## config.mk

```make
export PLATFORM = sky130hd
export DESIGN_NAME = bounded_back_forward_history
export DESIGN_NICKNAME = d
export VERILOG_FILES = /design/src/hdl/bbfh_pkg.sv /design/src/hdl/bbfh_store.sv /design/src/hdl/bbfh_ctrl.sv /design/src/hdl/bounded_back_forward_history.sv
export SDC_FILE = /design/constraint.sdc
export NUM_CORES = 1
export LEC_CHECK = 0
export ABC_AREA = 1
export BUFFER_PORTS_ARGS = -buffer_cell sky130_fd_sc_hd__buf_2
export CAP_MARGIN = 15
export CORE_MARGIN = 2
export CORE_UTILIZATION = 40
export DETAILED_ROUTE_END_ITERATION = 8
export SETUP_SLACK_MARGIN = 0.2
export SYNTH_ARGS = -nofsm -noshare
export SYNTH_HDL_FRONTEND = slang
export SYNTH_SLANG_ARGS = --single-unit
```

## constraint.sdc

```tcl
create_clock -name clk -period 11.6 [get_ports clk]
set_clock_uncertainty 0.15 [all_clocks]
set_input_delay 2.9 -clock clk [delete_from_list [all_inputs] [get_ports clk]]
set_output_delay 2.9 -clock clk [all_outputs]
set_load 0.005 [all_outputs]
```

## src/hdl/bbfh_pkg.sv

```systemverilog
// Shared constants, types and helper functions for the navigation history.
// Used by the key store, the sequencer and the top level; depends on nothing.
`timescale 1ns / 1ps

package bbfh_pkg;

  localparam int DEPTH    = 16;
  localparam int KEY_BITS = 32;

  localparam int SLOT_W  = $clog2(DEPTH);
  localparam int COUNT_W = $clog2(DEPTH + 1);
  localparam int FRESH_W = $clog2(DEPTH + 2);
  localparam int SUM_W   = FRESH_W + 1;

  localparam int PORT_KEY_W   = 32;
  localparam int PORT_COUNT_W = 5;
  localparam int MAX_W        = 5;
  localparam int CMD_W        = 2;
  localparam int CFG_IDX_W    = 1;

  typedef enum logic [CMD_W-1:0] {
    CMD_VISIT   = 2'd0,
    CMD_BACK    = 2'd1,
    CMD_FORWARD = 2'd2,
    CMD_NONE    = 2'd3
  } cmd_t;

  typedef enum logic [CFG_IDX_W-1:0] {
    REG_HOME_KEY    = 1'b0,
    REG_MAX_ENTRIES = 1'b1
  } cfg_reg_t;

  typedef struct packed {
    logic [PORT_KEY_W-1:0] home_key;
    logic [MAX_W-1:0]      max_entries;
  } cfg_t;

  typedef struct packed {
    logic                rd_en;
    logic [SLOT_W-1:0]   rd_slot;
    logic                wr_en;
    logic [SLOT_W-1:0]   wr_slot;
    logic [KEY_BITS-1:0] wr_key;
  } mem_req_t;

  // Ring slot at a given offset (at most DEPTH) from a base slot.
  function automatic logic [SLOT_W-1:0] slot_add(input logic [SLOT_W-1:0] base,
                                                 input logic [FRESH_W-1:0] offset);
    logic [SUM_W-1:0] sum;
    sum = SUM_W'(base) + SUM_W'(offset);
    if (sum >= SUM_W'(DEPTH)) begin
      sum = sum - SUM_W'(DEPTH);
    end
    return SLOT_W'(sum);
  endfunction

  // Entry limit with zero taken as one and large values clipped to DEPTH.
  function automatic logic [FRESH_W-1:0] limit_of(input logic [MAX_W-1:0] max_entries);
    logic [FRESH_W-1:0] lim;
    if (max_entries == '0) begin
      lim = FRESH_W'(1);
    end else if (int'(max_entries) > DEPTH) begin
      lim = FRESH_W'(DEPTH);
    end else begin
      lim = FRESH_W'(max_entries);
    end
    return lim;
  endfunction

endpackage

```

## src/hdl/bbfh_store.sv

```systemverilog
// Key store of the history ring: one write port, one registered read port.
// Depends on bbfh_pkg for the depth, key width and request struct.
`timescale 1ns / 1ps

module bbfh_store (
  input  logic                          clk,
  input  bbfh_pkg::mem_req_t            req,
  output logic [bbfh_pkg::KEY_BITS-1:0] rd_key
);

  logic [bbfh_pkg::KEY_BITS-1:0] mem [bbfh_pkg::DEPTH];

  always_ff @(posedge clk) begin
    if (req.wr_en) begin
      mem[req.wr_slot] <= req.wr_key;
    end
    if (req.rd_en) begin
      rd_key <= mem[req.rd_slot];
    end
  end

endmodule

```

## src/hdl/bbfh_ctrl.sv

```systemverilog
// Command sequencer: reads the current entry, compares, writes back and
// moves the ring pointers. Depends on bbfh_pkg; drives the key store.
`timescale 1ns / 1ps

module bbfh_ctrl (
  input  logic                              clk,
  input  logic                              rst,
  input  bbfh_pkg::cfg_t                    cfg,
  input  logic                              in_valid,
  output logic                              in_ready,
  input  logic [bbfh_pkg::CMD_W-1:0]        in_cmd,
  input  logic [bbfh_pkg::PORT_KEY_W-1:0]   in_key,
  output logic                              out_valid,
  input  logic                              out_ready,
  output logic [bbfh_pkg::PORT_KEY_W-1:0]   out_key,
  output logic [bbfh_pkg::PORT_COUNT_W-1:0] out_count,
  output bbfh_pkg::mem_req_t                mem_req,
  input  logic [bbfh_pkg::KEY_BITS-1:0]     rd_key
);

  typedef enum logic {ST_IDLE, ST_READ} state_t;

  state_t                           state;
  logic [bbfh_pkg::SLOT_W-1:0]      oldest;
  logic [bbfh_pkg::COUNT_W-1:0]     count;
  logic [bbfh_pkg::SLOT_W-1:0]      cursor;
  logic                             home_pending;
  bbfh_pkg::cmd_t                   cmd_q;
  logic [bbfh_pkg::KEY_BITS-1:0]    key_q;
  logic [bbfh_pkg::SLOT_W-1:0]      cur_slot;
  logic [bbfh_pkg::SLOT_W-1:0]      next_slot;

  logic                             accept;
  bbfh_pkg::cmd_t                   cmd_in;
  logic [bbfh_pkg::SLOT_W-1:0]      cursor_next;
  logic [bbfh_pkg::SLOT_W-1:0]      rd_slot;
  logic [bbfh_pkg::SLOT_W-1:0]      append_slot;
  logic [bbfh_pkg::KEY_BITS-1:0]    entry_key;
  logic                             out_free;
  logic                             changed;
  logic [bbfh_pkg::FRESH_W-1:0]     fresh;
  logic [bbfh_pkg::FRESH_W-1:0]     limit;
  logic                             evict;
  logic [bbfh_pkg::FRESH_W-1:0]     kept;
  logic [bbfh_pkg::SLOT_W-1:0]      oldest_next;

  assign in_ready = (state == ST_IDLE) && !rst;
  assign accept   = in_valid && in_ready;
  assign cmd_in   = bbfh_pkg::cmd_t'(in_cmd);

  // Back and forward move the cursor when the item is taken, so the read
  // already fetches the entry that becomes current.
  always_comb begin
    cursor_next = cursor;
    unique case (cmd_in)
      bbfh_pkg::CMD_BACK: begin
        if (cursor != '0) begin
          cursor_next = cursor - 1'b1;
        end
      end
      bbfh_pkg::CMD_FORWARD: begin
        if (bbfh_pkg::COUNT_W'(cursor) + 1'b1 < count) begin
          cursor_next = cursor + 1'b1;
        end
      end
      bbfh_pkg::CMD_VISIT,
      bbfh_pkg::CMD_NONE: begin
        cursor_next = cursor;
      end
    endcase
  end

  assign rd_slot     = bbfh_pkg::slot_add(oldest, bbfh_pkg::FRESH_W'(cursor_next));
  assign append_slot = bbfh_pkg::slot_add(oldest, bbfh_pkg::FRESH_W'(cursor) + 1'b1);

  // Slot zero reads the live home key until a visit first writes it.
  assign entry_key = (cur_slot == '0 && home_pending) ?
                     bbfh_pkg::KEY_BITS'(cfg.home_key) : rd_key;
  assign out_free  = !out_valid || out_ready;
  assign changed   = (cmd_q == bbfh_pkg::CMD_VISIT) && (entry_key != key_q);

  assign fresh       = bbfh_pkg::FRESH_W'(cursor) + bbfh_pkg::FRESH_W'(2);
  assign limit       = bbfh_pkg::limit_of(cfg.max_entries);
  assign evict       = fresh > limit;
  assign kept        = evict ? limit : fresh;
  assign oldest_next = evict ? bbfh_pkg::slot_add(oldest, fresh - limit) : oldest;

  always_comb begin
    mem_req.rd_en   = accept;
    mem_req.rd_slot = rd_slot;
    mem_req.wr_en   = (state == ST_READ) && out_free && changed;
    mem_req.wr_slot = next_slot;
    mem_req.wr_key  = key_q;
  end

  always_ff @(posedge clk) begin
    if (rst) begin
      state        <= ST_IDLE;
      oldest       <= '0;
      count        <= bbfh_pkg::COUNT_W'(1);
      cursor       <= '0;
      home_pending <= 1'b1;
      out_valid    <= 1'b0;
    end else begin
      // A new result loads the output register; otherwise a transfer empties it.
      if (state == ST_READ && out_free) begin
        out_valid <= 1'b1;
      end else if (out_ready) begin
        out_valid <= 1'b0;
      end
      unique case (state)
        ST_IDLE: begin
          if (accept) begin
            cmd_q     <= cmd_in;
            key_q     <= bbfh_pkg::KEY_BITS'(in_key);
            cur_slot  <= rd_slot;
            next_slot <= append_slot;
            cursor    <= cursor_next;
            state     <= ST_READ;
          end
        end
        ST_READ: begin
          // The read data stays put here until the output register frees up.
          if (out_free) begin
            if (changed) begin
              count     <= bbfh_pkg::COUNT_W'(kept);
              cursor    <= bbfh_pkg::SLOT_W'(kept - 1'b1);
              oldest    <= oldest_next;
              if (next_slot == '0) begin
                home_pending <= 1'b0;
              end
              out_key   <= bbfh_pkg::PORT_KEY_W'(key_q);
              out_count <= bbfh_pkg::PORT_COUNT_W'(kept);
            end else begin
              out_key   <= bbfh_pkg::PORT_KEY_W'(entry_key);
              out_count <= bbfh_pkg::PORT_COUNT_W'(count);
            end
            state <= ST_IDLE;
          end
        end
      endcase
    end
  end

endmodule

```

## src/hdl/bounded_back_forward_history.sv

```systemverilog
// Bounded back/forward navigation history, top level.
// Holds the configuration registers; depends on bbfh_pkg, bbfh_ctrl and bbfh_store.
//
// Use: commands enter on the s_ stream (s_tuser = command: 0 visit, 1 back,
// 2 forward; s_tdata = page key). Each command gives one result on the m_
// stream: the current key after the command and the number of entries held.
// Configuration writes come over the cfg_ channel (index 0 home key, index 1
// entry limit) and are taken in every cycle; write them only while idle.
// A taken command first reads the key store's registered port; the write-back
// step then loads the result into the output register. One command is in work at
// a time; a finished result waits in the output register while the next
// command is taken. If the receiver stalls with a result still waiting, the
// following command holds in its write-back step until that result moves.
// After reset the history holds one entry, the home key, with the cursor on
// it; the limit is 16 and the home key is zero until written.
`timescale 1ns / 1ps

module bounded_back_forward_history (
  input  logic                                clk,
  input  logic                                rst,
  input  logic                                s_tvalid,
  output logic                                s_tready,
  input  logic [31:0]                         s_tdata,   // [31:0] page_key
  input  logic [1:0]                          s_tuser,   // [1:0] command
  output logic                                m_tvalid,
  input  logic                                m_tready,
  output logic [39:0]                         m_tdata,   // [31:0] current_key,
                                                         // [36:32] history_count
  input  logic                                cfg_valid,
  output logic                                cfg_ready,
  input  logic [bbfh_pkg::CFG_IDX_W-1:0]      cfg_index,
  input  logic [31:0]                         cfg_data
);

  bbfh_pkg::cfg_t                         cfg;
  bbfh_pkg::mem_req_t                     mem_req;
  logic [bbfh_pkg::KEY_BITS-1:0]          rd_key;
  logic [bbfh_pkg::PORT_KEY_W-1:0]        out_key;
  logic [bbfh_pkg::PORT_COUNT_W-1:0]      out_count;

  assign cfg_ready = 1'b1;

  always_ff @(posedge clk) begin
    if (rst) begin
      cfg.home_key    <= '0;
      cfg.max_entries <= bbfh_pkg::MAX_W'(bbfh_pkg::DEPTH);
    end else if (cfg_valid && cfg_ready) begin
      unique case (bbfh_pkg::cfg_reg_t'(cfg_index))
        bbfh_pkg::REG_HOME_KEY:    cfg.home_key    <= cfg_data;
        bbfh_pkg::REG_MAX_ENTRIES: cfg.max_entries <= cfg_data[bbfh_pkg::MAX_W-1:0];
      endcase
    end
  end

  bbfh_ctrl u_ctrl (
    .clk       (clk),
    .rst       (rst),
    .cfg       (cfg),
    .in_valid  (s_tvalid),
    .in_ready  (s_tready),
    .in_cmd    (s_tuser),
    .in_key    (s_tdata),
    .out_valid (m_tvalid),
    .out_ready (m_tready),
    .out_key   (out_key),
    .out_count (out_count),
    .mem_req   (mem_req),
    .rd_key    (rd_key)
  );

  bbfh_store u_store (
    .clk    (clk),
    .req    (mem_req),
    .rd_key (rd_key)
  );

  assign m_tdata = {3'b000, out_count, out_key};

endmodule

```

==> flow_metrics.env <==
export IMPL_critPathLaunch="rst"
export IMPL_dr_pass1_iters=7
export IMPL_synth_adder_area_share=0.0139
export IMPL_nets=2811
export IMPL_ys_seq_elements=676
export IMPL_hp_start="cfg[24]"
export IMPL_synthesis_instances=2634
export IMPL_worstPathCellList="buf_2 -> nor2_1 -> buf_2"
export IMPL_cts_buffers=70
export IMPL_hold_buffers=0
export IMPL_cts_tree="done"
export IMPL_synth_async_reset_ratio=0
export IMPL_synth_mux_area_fraction=0
export IMPL_synth_simple_area_share=0.174
export IMPL_place_gp_congestion=0.848
export IMPL_grt_pass1_wl_microns=112000
export IMPL_p_seq_frac=0.485
export IMPL_clk_root_buffer_cell="clkbuf_16"
export IMPL_synth_area_sq_mm=0.0286
export IMPL_io_pins=115
export IMPL_pwr_share_clk=0.387
export IMPL_overflow=0
export IMPL_cts_resized=0
export IMPL_yosysSeqAreaShare=0.692
export IMPL_die_height_microns=271
export IMPL_swShare=0.260
export IMPL_pwr_share_comb=0.128
export IMPL_finalHoldViolations=0
export IMPL_n_fill_cell=6478
export IMPL_die_width_microns=271
export IMPL_critPathMaxStageDelay_ns=0.18
export IMPL_p_sw_mw=1.48
export IMPL_crit_type="primary input to output pin"
export IMPL_drc=0
export IMPL_grt_pass1_vias=18500
export IMPL_cp_arrival_ns=3.37
export IMPL_slew_violations=0
export IMPL_finalSetupViolations=0
export IMPL_hold_class="register to register"
export IMPL_yosys_area_top_type="edfxtp_1"
export IMPL_max_slew_margin=0.260
export IMPL_worstSkewPairLatency_ns=0.61
export IMPL_die_area_sq_mm=0.0736
export IMPL_htree_levels=3
export IMPL_grt_antenna_before_repair=1
export IMPL_cts_sinks=676
export IMPL_synthXorXnorAreaFrac=0.00398
export IMPL_worst_pin_slew_ns=1.11
export IMPL_setup_tns_ns=0
export IMPL_synth_top_family_by_area="simple AND/OR/NAND/NOR gates"
export IMPL_cap_violations=0
export IMPL_vdd_drop_max_mv=0.101
export IMPL_rsz0062_at_grt="false"
export IMPL_start_util=0.402
export IMPL_synthDistinctLibCells=39
export IMPL_rows=98
export IMPL_clockBufferDepth=3
export IMPL_vias_per_cell=5.25
export IMPL_path_clk_slew_ns=0.06
export IMPL_grt_max_degree=201
export IMPL_wirelength_microns=74100
export IMPL_netlist_area_leader_share=0.655
export IMPL_yosysMostFrequentCell="edfxtp_1"
export IMPL_synth_compound_gate_area_share=0.0801
export IMPL_hpwl_microns=41400
export IMPL_syn_avg_cell_area_sq_um=10.8
export IMPL_post_cts_buffers=0
export IMPL_r2r_start="u_ctrl.cursor[1]"
export IMPL_crit_path_max_fanout=8
export IMPL_dpl_instance_area_sq_mm=0.0301
export IMPL_period_share=0.553
export IMPL_num_vias=19500
export IMPL_design_area_sq_mm=0.0324
export IMPL_run_status="finished clean"
export IMPL_p_int_mw=4.22
export IMPL_critPathCaptureType="output pin"
export IMPL_synthFlopType="edfxtp_1"
export IMPL_syn_to_final_growth_pct=13.4
export IMPL_core_area_sq_mm=0.0711
export IMPL_crit_top_cell="buf_2"
export IMPL_fmax_mhz=156
export IMPL_ant_nets=0
export IMPL_synth_edff_count=623
export IMPL_fin_crit_ns=6.42
export IMPL_p_leak_nw=12.0
export IMPL_avgRoutedWirePerCell_microns=20.0
export IMPL_worst_path_max_delay_cell="buf_2"
export IMPL_worstPathRequired_ns=8.55
export IMPL_antenna_cells=0
export IMPL_portBuffers=110
export IMPL_drtIter0Drc=1772
export IMPL_ys_warn_count=0
export IMPL_yosys_top_cells_count="edfxtp_1, nand2_1, nor2_1"
export IMPL_drive_above_1_share=0.0999
export IMPL_grtUsageTotal=0.199
export IMPL_synth_area_leaders="edfxtp_1, nand2_1, nor2_1"
export IMPL_power_per_cell_area_mw_per_mm2=176
export IMPL_crit_path_start_kind="primary input"
-- power by group through the flow --
stage	clock (mW)	combinational [mW]	sequential [mW]
floorplan	0	0.520	2.79
finish	2.21	0.731	2.76
global placement	0	0.709	2.81
CTS	2.25	0.730	2.76
detailed placement	0	0.726	2.81
global route	2.34	0.831	2.77
-- per-layer routing --
layer | up-vias | global-route usage | share of wire
met4 | 2 | 0.0583 | 0.021
li1 | 9268 | - | -
met5 | - | 0 | 0.00013
met3 | 99 | 0.0332 | 0.061
met1 | 9486 | 0.281 | 0.46
met2 | 634 | 0.317 | 0.46
-- stage by stage --
step | hold slack, ns | std cells | setup slack (ns) | power, mW | util
after floorplan | 0.280 | 2636 | 5.35 | 3.31 | -
after global placement | 0.298 | 3585 | 4.85 | 3.52 | 0.424
after detailed placement | 0.317 | 3585 | 4.74 | 3.54 | 0.424
after CTS | 0.327 | 3710 | 5.18 | 5.74 | 0.455
after global routing | 0.351 | 3712 | 5.01 | 5.94 | 0.456
final | 0.332 | 3712 | 5.18 | 5.70 | 0.456
-- worst paths after layout --
check                             to  slack, ns  cells after the start
hold / removal               cfg[24]       0.33                      2
setup reg to reg  u_store.rd_key[21]       5.97                     19
setup / recovery            s_tready       5.18                      3
hold reg to reg              cfg[24]       0.33                      2
-- worst max-delay path: cells and delay by family --
family	cells	cell delay (ns)
buffers and inverters	2	0.31
and+or+nand+nor	1	0.15
-- logic make-up after synthesis --
logic type | after synthesis
flops | 676
simple gates | 1236
compound gates | 426
other cells | 2
fa+ha+maj | 30
xor+xnor | 13
buf+inv | 251
-- sequential cells by signal (all words and copies together), names as in the netlist, 5 cells and up --
register          flops
u_ctrl.key_q         32
cfg                  37
u_store.rd_key       32
u_store.mem         512
u_ctrl.out_key       32
u_ctrl.count          5
u_ctrl.out_count      5
-- cells in the final DEF, fill, tap and decap left out, types with 3 or more instances in the layout --
cell | netlist | final
clkinv_1 | 0 | 20
clkinv_2 | 0 | 11
nand3_1 | 100 | 100
nor3_1 | 33 | 33
buf_4 | 9 | 31
buf_2 | 20 | 110
a21oi_1 | 62 | 62
a21o_1 | 3 | 3
buf_12 | 0 | 3
xnor2_1 | 4 | 3
inv_1 | 106 | 101
dfxtp_1 | 53 | 53
xor2_1 | 9 | 9
fa_1 | 3 | 3
o21ai_1 | 24 | 24
o21ai_0 | 292 | 292
clkbuf_16 | 0 | 74
nor2_1 | 509 | 492
bufinv_16 | 0 | 5
ha_1 | 27 | 26
nand2_1 | 542 | 542
inv_6 | 0 | 3
nand4_1 | 40 | 40
o311ai_0 | 32 | 32
clkbuf_8 | 0 | 3
conb_1 | 2 | 4
inv_2 | 1 | 3
clkbuf_1 | 104 | 10
edfxtp_1 | 623 | 623
nor2_4 | 1 | 18
a31oi_1 | 3 | 3
o211ai_1 | 5 | 5
-- area by class of cell --
type | count | area [sq um] | share of cell area
Timing Repair Buffer | 145 | 871 | 0.0269
Multi-Input combinational cell | 1709 | 7930 | 0.245
Clock buffer | 87 | 1930 | 0.0596
Tap cell | 950 | 1190 | 0.0367
Sequential cell | 676 | 19800 | 0.610
Clock inverter | 38 | 309 | 0.00953
Inverter | 107 | 410 | 0.0127
(Power assumes the default switching activity.)
